==> config.mk <==
export PLATFORM = sky130hd
export DESIGN_NAME = npk_lane
export DESIGN_NICKNAME = d
export VERILOG_FILES = /design/src/hdl/npk_pkg.sv /design/src/hdl/npk_lane.sv
export SDC_FILE = /design/constraint.sdc
export NUM_CORES = 2
export LEC_CHECK = 0
export BUFFER_PORTS_ARGS = -buffer_cell sky130_fd_sc_hd__buf_2
export CELL_PAD_IN_SITES_DETAIL_PLACEMENT = 0
export CELL_PAD_IN_SITES_GLOBAL_PLACEMENT = 1
export CORE_AREA = 2 2 482 245
export DETAILED_ROUTE_END_ITERATION = 10
export DIE_AREA = 0 0 484 247
export GPL_TIMING_DRIVEN = 0
export HOLD_SLACK_MARGIN = 0.12
export PLACE_DENSITY = 0.73
export REMOVE_ABC_BUFFERS = 1
export SLEW_MARGIN = 20
export SYNTH_ARGS = -nofsm -noshare
export SYNTH_HDL_FRONTEND = slang
export SYNTH_SLANG_ARGS = --single-unit
==> constraint.sdc <==
create_clock -name aclk -period 6.4 [get_ports aclk]
set_input_delay 1.28 -clock aclk [delete_from_list [all_inputs] [get_ports aclk]]
set_output_delay 1.28 -clock aclk [all_outputs]
set_load 0.02 [all_outputs]
==> src/hdl/npk_pkg.sv <==
// shared constants, coefficient tables and types for the npk compensation block
package npk_pkg;

    localparam int COEF_FRAC_BITS_DEF = 16;

    localparam int NPK_NUTS  = 3;
    localparam int NPK_SOILS = 5;

    // soil code used for codes above the table
    localparam logic [2:0] SOIL_LOAM = 3'd1;

    // growing condition code that adds the offsets
    localparam logic [1:0] GROW_GREENHOUSE = 2'd1;

    // config register indexes
    typedef enum logic [1:0] {
        CFG_SOIL_TYPE    = 2'd0,
        CFG_GROWING_COND = 2'd1
    } npk_cfg_idx_t;

    // temperature coefficients in 1e-4 per degC, [soil][n, p, k]
    localparam int unsigned KT_UNITS [NPK_SOILS][NPK_NUTS] = '{
        '{41, 53, 32}, '{38, 49, 29}, '{28, 35, 21}, '{32, 42, 24}, '{40, 51, 31}
    };

    // moisture coefficients in 0.01, [soil][n, p, k]
    localparam int unsigned KH_UNITS [NPK_SOILS][NPK_NUTS] = '{
        '{5, 6, 4}, '{4, 5, 3}, '{6, 7, 5}, '{3, 4, 2}, '{5, 6, 4}
    };

    // greenhouse offsets in mg/kg, n, p, k
    localparam int unsigned GH_ADD [NPK_NUTS] = '{200, 100, 150};

    // stage load enables, one per pipeline stage
    typedef struct packed {
        logic a;
        logic b;
        logic c;
        logic d;
        logic e;
        logic f;
    } npk_adv_t;

    // kt in q.f, halves rounded up
    function automatic logic [63:0] kt_q(input int unsigned units, input int unsigned f);
        return ((64'(units) << f) + 64'd5000) / 64'd10000;
    endfunction

    // kh in q.f, halves rounded up
    function automatic logic [63:0] kh_q(input int unsigned units, input int unsigned f);
        return ((64'(units) << f) + 64'd50) / 64'd100;
    endfunction

endpackage

==> src/hdl/npk_lane.sv <==
// one nutrient's datapath: coefficient pick, factor build, two scalings, offset and clamp
module npk_lane #(
    parameter int COEF_FRAC_BITS = npk_pkg::COEF_FRAC_BITS_DEF,
    parameter int NUT            = 0
) (
    input  logic             aclk,
    input  npk_pkg::npk_adv_t adv,
    input  logic [2:0]       soil_sel,   // already mapped into 0..4
    input  logic [15:0]      raw_in,
    input  logic             dneg_a,     // stage a: temperature below 25 degC
    input  logic [9:0]       dabs_a,     // stage a: |t - 250|
    input  logic [8:0]       m_a,        // stage a: clamped moisture offset
    input  logic             applied_e,  // stage e flags
    input  logic             gh_e,
    output logic [15:0]      value_out
);
    import npk_pkg::*;

    localparam int F      = COEF_FRAC_BITS;
    localparam int KTQ_W  = F - 6;
    localparam int KHQ_W  = F - 3;
    localparam int TX_W   = F + 4;
    localparam int HY_W   = F + 5;
    localparam int TF_W   = F + 1;
    localparam int HQ_W   = F - 3;
    localparam int S_W    = F + 11;
    localparam int P_W    = 2 * F + 12;
    localparam int SF_W   = 16 + TF_W;
    localparam int V_W    = P_W + 1 - 2 * F;

    // reciprocal multipliers: exact floor division for TX_W / HY_W bit numerators
    localparam int K10    = TX_W + 4;
    localparam int M10_W  = F + 5;
    localparam int K350   = HY_W + 9;
    localparam int M350_W = F + 6;
    localparam logic [63:0] M10_FULL  = ((64'd1 << K10) + 64'd9) / 64'd10;
    localparam logic [63:0] M350_FULL = ((64'd1 << K350) + 64'd349) / 64'd350;
    localparam logic [M10_W-1:0]  M10  = M10_FULL[M10_W-1:0];
    localparam logic [M350_W-1:0] M350 = M350_FULL[M350_W-1:0];

    localparam logic [TX_W-1:0] TX_BIAS = TX_W'((64'd10 << F) + 64'd5);
    localparam logic [HY_W-1:0] HY_BIAS = HY_W'(175);
    localparam logic [TF_W-1:0] ONE_Q   = {1'b1, {F{1'b0}}};
    localparam logic [S_W-1:0]  S_MAX   = S_W'(64'd2000 << F);
    localparam logic [P_W:0]    HALF_Q  = (P_W + 1)'(1) << (2 * F - 1);
    localparam logic [V_W-1:0]  OFFS    = V_W'(GH_ADD[NUT]);
    localparam logic [V_W-1:0]  V_MAX   = V_W'(2000);

    logic [KTQ_W-1:0] ktq_tab [NPK_SOILS];
    logic [KHQ_W-1:0] khq_tab [NPK_SOILS];

    for (genvar g = 0; g < NPK_SOILS; g++) begin : g_coef
        assign ktq_tab[g] = KTQ_W'(kt_q(KT_UNITS[g][NUT], F));
        assign khq_tab[g] = KHQ_W'(kh_q(KH_UNITS[g][NUT], F));
    end

    // stage a
    logic [15:0]      raw_a_reg;
    logic [KTQ_W-1:0] ktq_a_reg;
    logic [KHQ_W-1:0] khq_a_reg;
    // stage b
    logic [15:0]      raw_b_reg;
    logic [TX_W-1:0]  tx_b_reg;
    logic [HY_W-1:0]  hy_b_reg;
    // stage c
    logic [15:0]      raw_c_reg;
    logic [TF_W-1:0]  tf_c_reg;
    logic [TF_W-1:0]  hf_c_reg;
    // stage d
    logic [15:0]      raw_d_reg;
    logic [S_W-1:0]   s_d_reg;
    logic [TF_W-1:0]  hf_d_reg;
    // stage e
    logic [15:0]      raw_e_reg;
    logic [P_W-1:0]   p_e_reg;
    // stage f
    logic [15:0]      value_f_reg;

    logic [TX_W-1:0]         kt_prod;
    logic [KHQ_W+8:0]        kh_full;
    logic [TX_W-1:0]         tx_next;
    logic [HY_W-1:0]         hy_next;
    logic [TX_W+M10_W-1:0]   tq_full;
    logic [HY_W+M350_W-1:0]  hq_full;
    logic [TF_W-1:0]         hf_next;
    logic [SF_W-1:0]         s_full;
    logic [S_W-1:0]          s_next;
    logic [P_W-1:0]          p_next;
    logic [P_W:0]            p_round;
    logic [V_W-1:0]          v_scaled;
    logic [V_W-1:0]          v_off;
    logic [V_W-1:0]          v_clamp;
    logic [15:0]             value_next;

    assign kt_prod = TX_W'(ktq_a_reg) * TX_W'(dabs_a);
    assign tx_next = dneg_a ? (TX_BIAS + kt_prod) : (TX_BIAS - kt_prod);
    assign kh_full = (KHQ_W + 9)'(khq_a_reg) * (KHQ_W + 9)'(m_a);
    assign hy_next = kh_full[HY_W-1:0] + HY_BIAS;

    assign tq_full = (TX_W + M10_W)'(tx_b_reg) * (TX_W + M10_W)'(M10);
    assign hq_full = (HY_W + M350_W)'(hy_b_reg) * (HY_W + M350_W)'(M350);
    assign hf_next = ONE_Q + TF_W'(hq_full[K350 +: HQ_W]);

    // saturation leaves the result unchanged since hf >= 1 and offsets are >= 0
    assign s_full = SF_W'(raw_c_reg) * SF_W'(tf_c_reg);
    assign s_next = (s_full > SF_W'(S_MAX)) ? S_MAX : s_full[S_W-1:0];

    assign p_next = P_W'(s_d_reg) * P_W'(hf_d_reg);

    assign p_round  = (P_W + 1)'(p_e_reg) + HALF_Q;
    assign v_scaled = p_round[P_W -: V_W];
    assign v_off    = gh_e ? (v_scaled + OFFS) : v_scaled;
    assign v_clamp  = (v_off > V_MAX) ? V_MAX : v_off;
    assign value_next = applied_e ? 16'(v_clamp) : raw_e_reg;

    always_ff @(posedge aclk) begin
        if (adv.a) begin
            raw_a_reg <= raw_in;
            ktq_a_reg <= ktq_tab[soil_sel];
            khq_a_reg <= khq_tab[soil_sel];
        end
        if (adv.b) begin
            raw_b_reg <= raw_a_reg;
            tx_b_reg  <= tx_next;
            hy_b_reg  <= hy_next;
        end
        if (adv.c) begin
            raw_c_reg <= raw_b_reg;
            tf_c_reg  <= tq_full[K10 +: TF_W];
            hf_c_reg  <= hf_next;
        end
        if (adv.d) begin
            raw_d_reg <= raw_c_reg;
            s_d_reg   <= s_next;
            hf_d_reg  <= hf_c_reg;
        end
        if (adv.e) begin
            raw_e_reg <= raw_d_reg;
            p_e_reg   <= p_next;
        end
        if (adv.f) begin
            value_f_reg <= value_next;
        end
    end

    assign value_out = value_f_reg;

endmodule

==> out/metrics.csv <==
metric,value,unit
io_buffers,63,
grt-ovfl-total,0,
cp-end-kind,flip-flop,
fin_crit_sh,1.084,
grt_usage,0.2435,
tightest_slew,1.022,ns
rsz0062_at_grt,true,
yosysMostFrequentCell,inv_1,
min_period,6.939,ns
area_delta_synth_final,15.80,%
startpoint_type,flip-flop,
crit_fanout,3,
yosys-top-cells-area,"fa_1, ha_1, edfxtp_1, inv_1, and2_1",
crit_path_cell_trace,inv_2 -> buf_6 -> fa_2 -> fa_1 -> fa_1 -> fa_1 -> fa_1 -> inv_2 -> fa_1 -> fa_1 -> ha_4 -> a21oi_4 -> nor2b_4 -> o21ai_2 -> or4b_4 -> a21oi_4 -> buf_6 -> nor3_4 -> a211oi_2 -> o31ai_2 -> a21oi_1 -> xnor2_1,
synthFlopType,edfxtp_1,
finish.utilization,0.5152,
crit_family,adder cells,
max_freq,144.1,MHz
worst_path_max_delay_cell,fa_1,
dr_total_vias,36150,
drt_wl_total,141.9,mm
die-area,119500,sq um
drive_above_1_share,0.1515,
yosys-top-cells-count,"inv_1, fa_1, ha_1",
syn_inst,5175,
min_to,raw_e_reg[6],
largest_register_ff_count,27,
clockBufferDepth,3,
row_count,89,
holdCritPathClass,flip-flop to flip-flop,
drv_slew,0,
ys_seq_area_frac,0.1361,
hold_violations,0,
drt-vias-per-instance,5.097,
start_util,0.4449,
ys_types,81,
drc_errors,0,
cpPeakStageDelay,0.61,ns
netlist_area,51620,sq um
setup_violations,61,
rr_endpoint,hf_c_reg[12],
first_pass_iters,5,
hpwl,109.8,mm
ys_ff_latch,234,
syn_area_per_cell,9.976,sq um
place_ws,-2.115,ns
r2r-start,hy_b_reg[10],
crit_arrival,7.26,ns
place_congestion,0.9541,
grt_pass1_wl,223.1,mm
reg2regPathDepth,22,
dieWidth,484,microns
worstHoldPathCells,0,
r2r_slack,-0.54,ns
synth_top_area_share,0.3878,
numCtsBuffers,22,
violations,negative setup slack,
regArea,7027,sq um
min_from,raw_d_reg[6],
multiInputGateArea,40870,sq um
yosysTopAreaCell,fa_1,
diodes,0,
fill_cells,10510,
max_cap_violations,0,
clk_latency,0.59,ns
io_pins,64,
cp.required,6.72,ns
die_height,247,microns
clk_pin_slew,0.08,ns
fin_skew,0.02097,ns
tritoncts,built,
htreeDepth,1,
drt_iter0_drc,2683,
grt_max_degree,57,
setup_slack,-0.5393,ns
yosysWarnings,0,
critPathKind,flip-flop to flip-flop,
final_nets,7336,
slew_headroom,0.3184,
async_flop_share,0,
cts-root-buf,clkbuf_16,
crit_buf_inv,4,
cpMostUsedCell,fa_1,
synth_edf_count,234,
coreArea,116000,sq um
status,finished with violations,
clock-sinks,234,
grt_pass1_vias,37810,
postCtsHoldBufs,0,
post_drt_wl_per_cell,20.01,microns
antenna_left,0,
antenna_found_initial,2,
-- cells by family after synthesis --
logic type	Yosys count	synth area share
AOI/OAI and AO/OA	393	0.05034
xor gates and xnor gates	139	0.02358
adders and majority gates	1756	0.5710
buffers and inverters	1503	0.1095
DFF	234	0.1361
muxes	3	0.0006059
and+or+nand+nor	1147	0.1089
-- worst max path at each step --
stage	startpoint	endpoint	slack (ns)	depth (start not counted)
2_1_floorplan	raw_c_reg[4]	s_d_reg[10]	-0.83	22
3_5_place_dp	tx_b_reg[13]	tf_c_reg[16]	-2.12	22
4_1_cts	raw_c_reg[4]	s_d_reg[7]	-0.53	24
6_report	hy_b_reg[10]	hf_c_reg[12]	-0.54	22
3_3_place_gp	tf_c_reg[11]	s_d_reg[12]	-2.31	21
5_1_grt	raw_c_reg[4]	s_d_reg[20]	-0.76	25
-- final cells by class --
cell class	count	share of cell area
Clock buffer	25	0.009397
Inverter	1372	0.08638
Sequential cell	234	0.1175
Clock inverter	13	0.002365
Timing Repair Buffer	464	0.06836
Multi-Input combinational cell	3438	0.6836
Tap cell	1547	0.03238
-- metal layers --
metal,wire length [microns],vias to the layer above,track usage
met5,65,-,0
met4,1300,2,0.02204
met3,15650,80,0.07401
met2,52440,1301,0.3163
met1,72450,18210,0.3986
li1,-,16560,-
-- metrics by stage --
| stage | instances | area [sq um] | TNS, ns | hold slack (ns) |
|---|---|---|---|---|
| floorplan | 5044 | 51120 | -17.69 | 0.4003 |
| global placement | 6654 | 53370 | -115.01 | 0.4013 |
| detailed placement | 6666 | 53590 | -94.80 | 0.4045 |
| CTS | 7020 | 58360 | -18.70 | 0.4038 |
| global route | 7093 | 59780 | -30.80 | 0.4211 |
| finish | 7093 | 59780 | -18.97 | 0.4086 |
-- worst register-to-register path, delay by kind of cell, from the launching register on --
| kind | cells | cell delay [ns] |
|---|---|---|
| DFF | 1 | 0.47 |
| xor gates and xnor gates | 1 | 0.10 |
| adders and majority gates | 8 | 3.87 |
| and+or+nand+nor | 3 | 0.63 |
| buffers and inverters | 4 | 0.43 |
| AOI/OAI and AO/OA | 6 | 1.21 |
-- layout by cell type (no fill, tap or decap), types with 52 or more instances in the layout --
master / count
inv_1: 1320
a21o_1: 66
nor2_1: 78
edfxtp_1: 234
ha_4: 52
a21oi_1: 93
xnor2_1: 76
nand2_1: 493
and2_1: 331
fa_1: 966
buf_4: 314
buf_2: 60
ha_1: 694
-- what timing repair did --
item,CTS,global route
setup endpoints to repair,75,76
gates cloned,3,1
resized for setup,276,213
pin swaps,105,138
setup buffers,317,76
Power is not shown: default switching activity piles up to over one toggle a cycle in this logic, so the estimate is an artifact.
